**config.mk**
```make
export PLATFORM = sky130hd
export DESIGN_NAME = sps_front
export DESIGN_NICKNAME = d
export VERILOG_FILES = /design/src/rtl/core/segmented_prime_sieve_core_defines.svh /design/src/rtl/core/sps_pkg.sv /design/src/rtl/core/sps_front.sv
export SDC_FILE = /design/constraint.sdc
export NUM_CORES = 1
export LEC_CHECK = 0
export ABC_AREA = 1
export ABC_CLOCK_PERIOD_IN_PS = 9300
export BUFFER_PORTS_ARGS = -buffer_cell sky130_fd_sc_hd__buf_2
export CORE_UTILIZATION = 45
export DETAILED_ROUTE_END_ITERATION = 10
export PLACE_DENSITY = 0.72
export SLEW_MARGIN = 20
export SYNTH_ARGS = -nofsm -noshare
export SYNTH_HDL_FRONTEND = slang
export SYNTH_SLANG_ARGS = --single-unit
export TNS_END_PERCENT = 1
```
**constraint.sdc**
```tcl
create_clock -name clock -period 9.3 [get_ports clock]
set_input_delay 1.86 -clock clock [delete_from_list [all_inputs] [get_ports clock]]
set_output_delay 1.86 -clock clock [all_outputs]
set_load 0.05 [all_outputs]
```
**src/rtl/core/segmented_prime_sieve_core_defines.svh**
```systemverilog
// Assertion macros shared by the segmented prime sieve RTL.
`ifndef SEGMENTED_PRIME_SIEVE_CORE_DEFINES_SVH
`define SEGMENTED_PRIME_SIEVE_CORE_DEFINES_SVH

// Same-cycle implication, sampled on the rising edge of clk.
`define SPS_ASSERT_IMP(label, clk, rst, ante, cons, msg) \
   label: assert property (@(posedge clk) disable iff (rst) (ante) |-> (cons)) \
      else $error(msg);

// Next-cycle implication, sampled on the rising edge of clk.
`define SPS_ASSERT_NXT(label, clk, rst, ante, cons, msg) \
   label: assert property (@(posedge clk) disable iff (rst) (ante) |=> (cons)) \
      else $error(msg);

`endif

```
**src/rtl/core/sps_pkg.sv**
```systemverilog
// Types, codes and constants shared by the segmented prime sieve modules.
package sps_pkg;

   localparam int unsigned SEGMENT_BITS_DEFAULT = 4096;
   localparam int unsigned WORD_BITS            = 64;

   // Action field codes of a request.
   localparam logic [1:0] ACTION_CLEAR = 2'd0;
   localparam logic [1:0] ACTION_MARK  = 2'd1;
   localparam logic [1:0] ACTION_READ  = 2'd2;

   // Internal operation codes after classification.
   localparam logic [1:0] OP_CLEAR = 2'd0;
   localparam logic [1:0] OP_MARK  = 2'd1;
   localparam logic [1:0] OP_READ  = 2'd2;
   localparam logic [1:0] OP_NONE  = 2'd3;

   // Configuration register indexes.
   localparam logic [1:0] CSR_SEGMENT_START = 2'd0;
   localparam logic [1:0] CSR_SEGMENT_END   = 2'd1;
   localparam logic [1:0] CSR_PRIME_LIMIT   = 2'd2;

   typedef struct packed {
      logic [1:0]  action;
      logic [15:0] sieve_prime;
      logic [5:0]  word_index;
   } req_type;

   typedef struct packed {
      logic [15:0] next_prime;
      logic        done_res;
      logic [63:0] prime_flags;
   } rsp_type;

   typedef struct packed {
      logic [1:0]  op;
      logic        skip_mark;
      logic [15:0] sieve_prime;
      logic [5:0]  word_index;
      logic [31:0] prime_sq;
      logic [16:0] step;
   } cmd_type;

   typedef struct packed {
      logic [31:0] segment_start;
      logic [15:0] prime_limit;
   } cfg_type;

endpackage

```
**src/rtl/core/sps_front.sv**
```systemverilog
// Front stage: accepts requests, classifies them and precomputes p squared and the step.
module sps_front #(
   parameter int unsigned SEGMENT_BITS = sps_pkg::SEGMENT_BITS_DEFAULT
) (
   input  logic             clock,
   input  logic             reset,
   input  logic             enable,
   input  logic             req_valid,
   output logic             req_ready,
   input  sps_pkg::req_type req_data,
   input  logic             q_ready,
   output logic             q_push,
   output sps_pkg::cmd_type q_cmd
);

   localparam int unsigned STORE_WORDS = SEGMENT_BITS / sps_pkg::WORD_BITS;

   logic             valid_ff, valid_in;
   sps_pkg::cmd_type cmd_ff, cmd_in;
   logic             accept;

   assign req_ready = enable && (!valid_ff || q_ready);
   assign accept    = req_valid && req_ready;
   assign q_push    = valid_ff;
   assign q_cmd     = cmd_ff;

   always_comb begin
      cmd_in             = cmd_ff;
      cmd_in.sieve_prime = req_data.sieve_prime;
      cmd_in.word_index  = req_data.word_index;
      cmd_in.skip_mark   = (req_data.sieve_prime < 16'd2);
      cmd_in.prime_sq    = 32'(req_data.sieve_prime) * 32'(req_data.sieve_prime);
      cmd_in.step        = (req_data.sieve_prime == 16'd2) ? 17'd2
                                                           : {req_data.sieve_prime, 1'b0};
      unique case (req_data.action)
         sps_pkg::ACTION_CLEAR: cmd_in.op = sps_pkg::OP_CLEAR;
         sps_pkg::ACTION_MARK:  cmd_in.op = sps_pkg::OP_MARK;
         sps_pkg::ACTION_READ: begin
            // A word past the end of the store reads as all zeros.
            cmd_in.op = (32'(req_data.word_index) >= 32'(STORE_WORDS)) ? sps_pkg::OP_NONE
                                                                       : sps_pkg::OP_READ;
         end
         default:               cmd_in.op = sps_pkg::OP_NONE;
      endcase
   end

   always_comb begin
      valid_in = valid_ff;
      if (accept) begin
         valid_in = 1'b1;
      end else if (q_ready) begin
         valid_in = 1'b0;
      end
   end

   always_ff @(posedge clock) begin
      if (reset) begin
         valid_ff <= 1'b0;
      end else begin
         valid_ff <= valid_in;
      end
      if (accept) begin
         cmd_ff <= cmd_in;
      end
   end

endmodule

```
==> reports/qor.yml <==
timing:
  worst_pin_slew_ns: 0.955
  grt_setup_unrepaired: "no"
  skew_ns: 0.00444
  period_share_pct: 73.2
  slew_violations: 0
  hold_viol_final: 0
  fmax_mhz: 147
  setup_tns_ns: 0
  setup_viol: 0
  fin_crit_ns: 6.80
  slew_headroom_pct: 36.3
drt:
  firstDrtPassIters: 4
  drt_wl_total_mm: 22.6
  vias: 7756
  avgRoutedWirePerCell_um: 13.8
  drc: 0
  routed_via_density: 4.74
  ant_nets: 0
  wl_met2_mm: 11.3
  highest_layer: "met4"
  wl_met1_mm: 9.47
  wl_met3_mm: 1.27
  first_iter_violations: 378
synth:
  synthArstFlopShare_pct: 0
  ys_seq_elements: 72
  syn_area_per_cell_um2: 8.39
  ys.flop_type: "edfxtp_1"
  yosysSeqAreaShare_pct: 20.4
  synth_largest_area_cell: "fa_1"
  netlist_instances: 1257
  synth_edf_count: 71
  yosysTopAreaCellShare_pct: 31.1
  yosysUniqueCellTypes: 36
  synthTopCellsByArea: "fa_1 31%, edfxtp_1 20%, inv_1 14%"
  netlist_area_um2: 10600
  synth.yosys.warnings: 0
clocking:
  cts-root-buf: "clkbuf_16"
  h-tree-depth: 3
  hold_buffers: 0
  cts_inserted_buffers: 9
  clkSinkCount: 72
  clk-insertion-delay-late_ns: 0.35
  cts_buffer_depth: 2
  cts_setup_buffers: 0
  ctsResizeCount: 0
  cts_tree: "yes"
  clkTransAtPathRegs_ns: 0.06
place:
  dpl_cell_area_um2: 11200
  hpwl_mm: 18.0
  gp_congestion: 0.891
  port_buffers: 102
flow_run:
  max_cap_viol_count: 0
cells_and_area:
  layout_commonest_cell: "inv_1"
  fin_area_um2: 11500
  nets: 1615
  final_cell_mix: "385 x inv_1, 318 x nand2_1, 164 x fa_1"
  nFillCells: 2159
  antennaDiodeCount: 0
  drive_gt1_share_pct: 11.2
  syn2layout_area_growth_pct: 9.44
worst_setup_path:
  arrival_ns: 6.91
  start_kind: "input port"
  cpPeakStageDelay_ns: 0.68
  r2r_slack_ns: 7.59
  path_common_cell: "nand2_1"
  slowest_stage: "fa_1"
  end_kind: "register"
  crit_chain: "buf_2, nand2_1, fa_1, fa_1, inv_1, fa_1, fa_1, fa_1, inv_1, fa_1, inv_1, ha_1, nand2_1, inv_1, nand2_1, nand2_1, nand3b_2, nand2_1, nand2_1, nand2_1, nand2_1"
  critical_path_class: "input port to register"
  path_max_fanout: 18
  worst_ep_required_time_ns: 9.41
worst_hold_path:
  min_path_type: "register to register"
floorplanning:
  io_pins: 105
  core_area_um2: 22800
  die_area_um2: 24100
  fp-row-count: 55
  fp.dieH_um: 155
  initial_core_util_pct: 46.2
  die-width_um: 155
global_routing:
  grt_overflow_total: 0
  grt_usage_pct: 20.4
  grt_max_degree: 73
  grt_antenna_before_repair: 0
  grt_pass1_wl_mm: 37.8
  grt_pass1_vias: 8085
status:
  status: "finished, final reports clean"
==> metal layers <==
layer | track usage [%] | up-vias
li1 | - | 3733
met3 | 3.96 | 40
met5 | 0 | -
met4 | 7.45 | 0
met1 | 24.3 | 3771
met2 | 36.6 | 212
==> logic make-up (layout without fill, tap and decap cells) <==
family	Yosys count	after routing	share of synthesized area, %
DFF	72	72	20.4
adders and majority gates	266	266	43.2
other	1	2	0.0355
buffers and inverters	438	505	15.8
and+or+nand+nor	428	428	16.9
AOI/OAI and AO/OA	25	25	1.35
xor gates and xnor gates	27	27	2.24
==> cell usage after synthesis, types with 2 or more instances <==
cell type	n
nand3_2	5
nand3_1	31
nand2_2	10
nand2_1	318
buf_2	11
nand4_1	4
edfxtp_1	71
o21bai_1	4
nor2_1	43
ha_1	102
buf_4	3
a21oi_1	17
fa_1	164
nor3_1	2
clkbuf_1	37
nor2_2	6
xnor2_1	4
inv_1	385
xor2_1	23
==> metrics by stage <==
stage	setup WS (ns)	hold slack, ns	utilization [%]	std cells
6_report	2.50	0.623	50.5	1638
2_1_floorplan	1.56	0.815	-	1258
3_3_place_gp	2.19	0.595	49.2	1622
3_5_place_dp	2.13	0.624	49.2	1622
4_1_cts	2.53	0.634	50.5	1638
5_1_grt	2.13	0.717	50.5	1638
==> final timing paths <==
check,start,to,cells after the start
worst min-delay path,q_push,q_push,4
worst max-delay path,req_data[13],q_cmd[39],21
worst max register to register,q_push,q_cmd[67],4
worst min register to register,q_push,q_push,4
==> final cells by class <==
type / count / area, µm² / area share [%]
Multi-Input combinational cell: 748 / 6740 / 58.4
Tap cell: 313 / 392 / 3.39
Inverter: 386 / 1450 / 12.5
Sequential cell: 72 / 2150 / 18.6
Clock inverter: 6 / 68.8 / 0.596
Clock buffer: 10 / 229 / 1.98
Timing Repair Buffer: 103 / 518 / 4.49
==> state kept, by name, indices dropped and copies added (netlist names) <==
name / count
q_cmd: 71
q_push: 1
==> worst max-delay path, delay by kind of cell <==
family                     cells  cell delay (ns)
adders and majority gates      7             3.41
and+or+nand+nor                9             1.02
buffers and inverters          5             0.62
Power is not shown: default switching activity piles up to over one toggle a cycle in this logic, so the estimate is an artifact.
