===== src/rtl/core/segmented_prime_sieve_core_defines.svh =====
// Assertion macros shared by the segmented prime sieve RTL.
`ifndef SEGMENTED_PRIME_SIEVE_CORE_DEFINES_SVH
`define SEGMENTED_PRIME_SIEVE_CORE_DEFINES_SVH

// Same-cycle implication, sampled on the rising edge of clk.
`define SPS_ASSERT_IMP(label, clk, rst, ante, cons, msg) \
   label: assert property (@(posedge clk) disable iff (rst) (ante) |-> (cons)) \
      else $error(msg);

// Next-cycle implication, sampled on the rising edge of clk.
`define SPS_ASSERT_NXT(label, clk, rst, ante, cons, msg) \
   label: assert property (@(posedge clk) disable iff (rst) (ante) |=> (cons)) \
      else $error(msg);

`endif


===== src/rtl/core/sps_pkg.sv =====
// Types, codes and constants shared by the segmented prime sieve modules.
package sps_pkg;

   localparam int unsigned SEGMENT_BITS_DEFAULT = 4096;
   localparam int unsigned WORD_BITS            = 64;

   // Action field codes of a request.
   localparam logic [1:0] ACTION_CLEAR = 2'd0;
   localparam logic [1:0] ACTION_MARK  = 2'd1;
   localparam logic [1:0] ACTION_READ  = 2'd2;

   // Internal operation codes after classification.
   localparam logic [1:0] OP_CLEAR = 2'd0;
   localparam logic [1:0] OP_MARK  = 2'd1;
   localparam logic [1:0] OP_READ  = 2'd2;
   localparam logic [1:0] OP_NONE  = 2'd3;

   // Configuration register indexes.
   localparam logic [1:0] CSR_SEGMENT_START = 2'd0;
   localparam logic [1:0] CSR_SEGMENT_END   = 2'd1;
   localparam logic [1:0] CSR_PRIME_LIMIT   = 2'd2;

   typedef struct packed {
      logic [1:0]  action;
      logic [15:0] sieve_prime;
      logic [5:0]  word_index;
   } req_type;

   typedef struct packed {
      logic [15:0] next_prime;
      logic        done_res;
      logic [63:0] prime_flags;
   } rsp_type;

   typedef struct packed {
      logic [1:0]  op;
      logic        skip_mark;
      logic [15:0] sieve_prime;
      logic [5:0]  word_index;
      logic [31:0] prime_sq;
      logic [16:0] step;
   } cmd_type;

   typedef struct packed {
      logic [31:0] segment_start;
      logic [15:0] prime_limit;
   } cfg_type;

endpackage


===== src/rtl/core/sps_queue.sv =====
// Two-entry command queue between the front and back stages.
module sps_queue (
   input  logic             clock,
   input  logic             reset,
   input  logic             push_valid,
   output logic             push_ready,
   input  sps_pkg::cmd_type push_data,
   output logic             pop_valid,
   input  logic             pop_ready,
   output sps_pkg::cmd_type pop_data
);

   localparam int unsigned DEPTH = 2;

   sps_pkg::cmd_type entry_ff [DEPTH];
   logic             wr_ptr_ff, wr_ptr_in;
   logic             rd_ptr_ff, rd_ptr_in;
   logic [1:0]       count_ff, count_in;
   logic             do_push, do_pop;

   assign push_ready = (count_ff != 2'(DEPTH));
   assign pop_valid  = (count_ff != 2'd0);
   assign pop_data   = entry_ff[rd_ptr_ff];
   assign do_push    = push_valid && push_ready;
   assign do_pop     = pop_valid && pop_ready;

   always_comb begin
      wr_ptr_in = do_push ? !wr_ptr_ff : wr_ptr_ff;
      rd_ptr_in = do_pop ? !rd_ptr_ff : rd_ptr_ff;
      count_in  = count_ff;
      if (do_push && !do_pop) begin
         count_in = count_ff + 2'd1;
      end else if (do_pop && !do_push) begin
         count_in = count_ff - 2'd1;
      end
   end

   always_ff @(posedge clock) begin
      if (reset) begin
         wr_ptr_ff <= 1'b0;
         rd_ptr_ff <= 1'b0;
         count_ff  <= 2'd0;
      end else begin
         wr_ptr_ff <= wr_ptr_in;
         rd_ptr_ff <= rd_ptr_in;
         count_ff  <= count_in;
      end
      if (do_push) begin
         entry_ff[wr_ptr_ff] <= push_data;
      end
   end

endmodule


===== config.mk =====
export PLATFORM = sky130hd
export DESIGN_NAME = sps_queue
export DESIGN_NICKNAME = d
export VERILOG_FILES = /design/src/rtl/core/segmented_prime_sieve_core_defines.svh /design/src/rtl/core/sps_pkg.sv /design/src/rtl/core/sps_queue.sv
export SDC_FILE = /design/constraint.sdc
export NUM_CORES = 1
export LEC_CHECK = 0
export ABC_AREA = 0
export BUFFER_PORTS_ARGS = -buffer_cell sky130_fd_sc_hd__buf_4
export CAP_MARGIN = 30
export CELL_PAD_IN_SITES_DETAIL_PLACEMENT = 1
export CELL_PAD_IN_SITES_GLOBAL_PLACEMENT = 1
export CORE_MARGIN = 2
export CORE_UTILIZATION = 38
export DETAILED_ROUTE_END_ITERATION = 12
export PLACE_DENSITY = 0.67
export SETUP_SLACK_MARGIN = 0.05
export SYNTH_ARGS = -nofsm -noshare
export SYNTH_HDL_FRONTEND = slang
export SYNTH_SLANG_ARGS = --single-unit

===== constraint.sdc =====
create_clock -name clock -period 3.4 [get_ports clock]
set_input_delay 0.68 -clock clock [delete_from_list [all_inputs] [get_ports clock]]
set_output_delay 0.68 -clock clock [all_outputs]
set_load 0.005 [all_outputs]

==> flow_summary.json <==
{
  "status": "finished clean",
  "grt_setup_unrepaired": "false",
  "rows": 44,
  "slowest_stage": "dfxtp_4",
  "num_vias": 2878,
  "post-route-period-util_pct": 77.0,
  "worstSetupPathType": "register to primary output",
  "synth-edff-count": 148,
  "cts_buffers": 17,
  "grt_pass1_wl_um": 16500,
  "finalSetupViolCount": 0,
  "io_buffers": 153,
  "dieArea_um2": 15700,
  "powerDensity_nw_per_um2": 727,
  "synthCells": 254,
  "place.gp.congestion": 0.682,
  "antenna_found_initial": 0,
  "cp_data_required_time_ns": 2.72,
  "coreArea_um2": 14400,
  "path_cells": "buf_12, mux2_2, buf_4",
  "cts_sinks": 153,
  "synth_top_area_share_pct": 79.6,
  "worst_pin_slew_ns": 0.535,
  "die_h_um": 125,
  "synth_largest_area_cell": "edfxtp_1",
  "syn-cell-area_um2": 5580,
  "hold_class": "input pin to register",
  "cts_max_level": 4,
  "drtAntennaViolNets": 0,
  "synth_ff_type": "edfxtp_1",
  "yosysWarnings": 0,
  "crit_fanout": 38,
  "clock_latency_ns": 0.41,
  "path_clk_slew_ns": 0.06,
  "vdd_ir_drop_max_v": 0.000335,
  "fp.dieW_um": 125,
  "start_util_pct": 38.7,
  "critPathLaunchType": "register",
  "diodes": 0,
  "fmax_mhz": 382,
  "drt-total-wl_um": 10500,
  "relSlewSlack_pct": 64.3,
  "worst_clock_skew_ns": 0.00469,
  "clockRootBuffer": "clkbuf_16",
  "syn2layout_area_growth_pct": 34.5,
  "leakagePower_nw": 2.78,
  "drv_slew": 0,
  "final_nets": 501,
  "synthesis.nets": 333,
  "setup_tns_ns": 0,
  "grt_max_degree": 44,
  "final_layout_size_suffix_gt1_share_pct": 59.5,
  "syn-mean-instance-area_um2": 22.0,
  "drt_first_pass_iters": 4,
  "drt_iter0_drc": 152,
  "async_reset_ff_share_pct": 0,
  "period_needed_ns": 2.62,
  "holdBufCountCts": 0,
  "synth.area.top_cells": "edfxtp_1, mux2_2, dfxtp_1",
  "cts_resized": 0,
  "finalHoldViolations": 0,
  "slowest_delay_ns": 0.68,
  "yosysUniqueCellTypes": 19,
  "power_mw": 5.45,
  "maxCapViolCount": 0,
  "postCtsSetupRepairBufs": 0,
  "grtUsageTotal_pct": 13.9,
  "grt.overflow.total": 0,
  "drc": 0,
  "cts_max_path_buffers": 2,
  "crit_arrival_ns": 1.94,
  "endpoint_kind": "primary output",
  "pin_count": 154,
  "vias_per_cell": 4.65,
  "cts_tree": "done",
  "grt_pass1_vias": 3227,
  "wl_per_cell_um": 17.0,
  "yosysSeqAreaShare_pct": 81.4,
  "synth-seq-cells": 153
}
## worst paths after layout
kind	startpoint	to	slack, ns	cells after the start
worst min register to register	rd_ptr_ff$_SDFFE_PP0P_	rd_ptr_ff$_SDFFE_PP0P_	0.51	2
worst min-delay path	push_data[71]	entry_ff[1][71]$_DFFE_PP_	0.46	1
worst max-delay path	register	pop_data[29]	0.78	3
worst max register to register	count_ff[0]$_SDFFE_PP0P_	entry_ff[1][12]$_DFFE_PP_	1.54	3
## cells by family (layout without fill, tap and decap cells)
family	after synthesis	in the layout	share of synthesized area [%]
AO/OA/AOI/OAI	5	5	0.538
XOR/XNOR	3	3	0.471
adder cells (fa/ha/maj)	1	1	0.224
buffers and inverters	9	190	1.50
flip-flops	153	153	81.4
multiplexers	74	74	14.9
AND/OR/NAND/NOR	9	9	0.897
## cell usage after synthesis, drive strengths merged, types with 2 or more instances
master and number:
o21ai 2, mux2 74, buf 8, dfxtp 5, a21oi 2, edfxtp 148
xor2 3, nor2 3
## metal layers
layer / up-vias / global-route usage [%] / part of all wire [%]
met1: 1424 / 16.5 / 42
met2: 101 / 22.8 / 50
li1: 1339 / - / -
met4: 0 / 4.97 / 1.5
met3: 14 / 5.73 / 6.9
met5: - / 0 / 0
## power by group
part	internal, mW	leakage, nW	total (mW)	switching (mW)
Combinational	0.743	1.09	1.24	0.496
Clock	1.07	0.258	1.73	0.660
Sequential	2.36	1.42	2.48	0.124
Total	4.17	2.78	5.45	1.28
## state kept, by name (all words and copies together), names as in the netlist, named ones only
signal and count:
entry_ff 148, rd_ptr_ff 1, wr_ptr_ff 1, count_ff 2
## layout by cell type, fill, tap and decap left out, types with 2 or more instances in the layout
cell	instances
edfxtp_1	148
clkinv_1	3
bufinv_16	2
a21oi_1	2
dfxtp_1	4
xor2_1	3
nor2_1	3
clkinvlp_4	2
buf_4	154
mux2_2	74
clkbuf_1	6
o21ai_0	2
buf_12	3
clkbuf_16	17
## worst max-delay path: cells and delay by family, from the launching register on
| kind | cells | cell delay [ns] |
|---|---|---|
| muxes | 1 | 0.39 |
| buffers and inverters | 2 | 0.44 |
| DFF | 1 | 0.68 |
## through the flow
| step | utilization, % | hold WS, ns | setup WS, ns | std cells | area (µm²) |
|---|---|---|---|---|---|
| after floorplan | - | 0.471 | 0.500 | 254 | 5580 |
| after global placement | 48.2 | 0.489 | 1.19 | 587 | 6960 |
| after detailed placement | 48.2 | 0.493 | 1.17 | 587 | 6960 |
| after CTS | 52.0 | 0.434 | 0.720 | 619 | 7500 |
| after global routing | 52.0 | 0.430 | 0.667 | 619 | 7500 |
| final | 52.0 | 0.456 | 0.781 | 619 | 7500 |
## area by class of cell
class / instances / area [µm²]
fillers: 1335 / 6920
multi-input cells: 92 / 957
flip-flops and latches: 153 / 4550
repair buffers: 157 / 1220
clock inverters: 9 / 100
inverters: 1 / 3.75
well taps: 184 / 230
clock buffers: 23 / 448
Power figures use the tool's default switching activity.
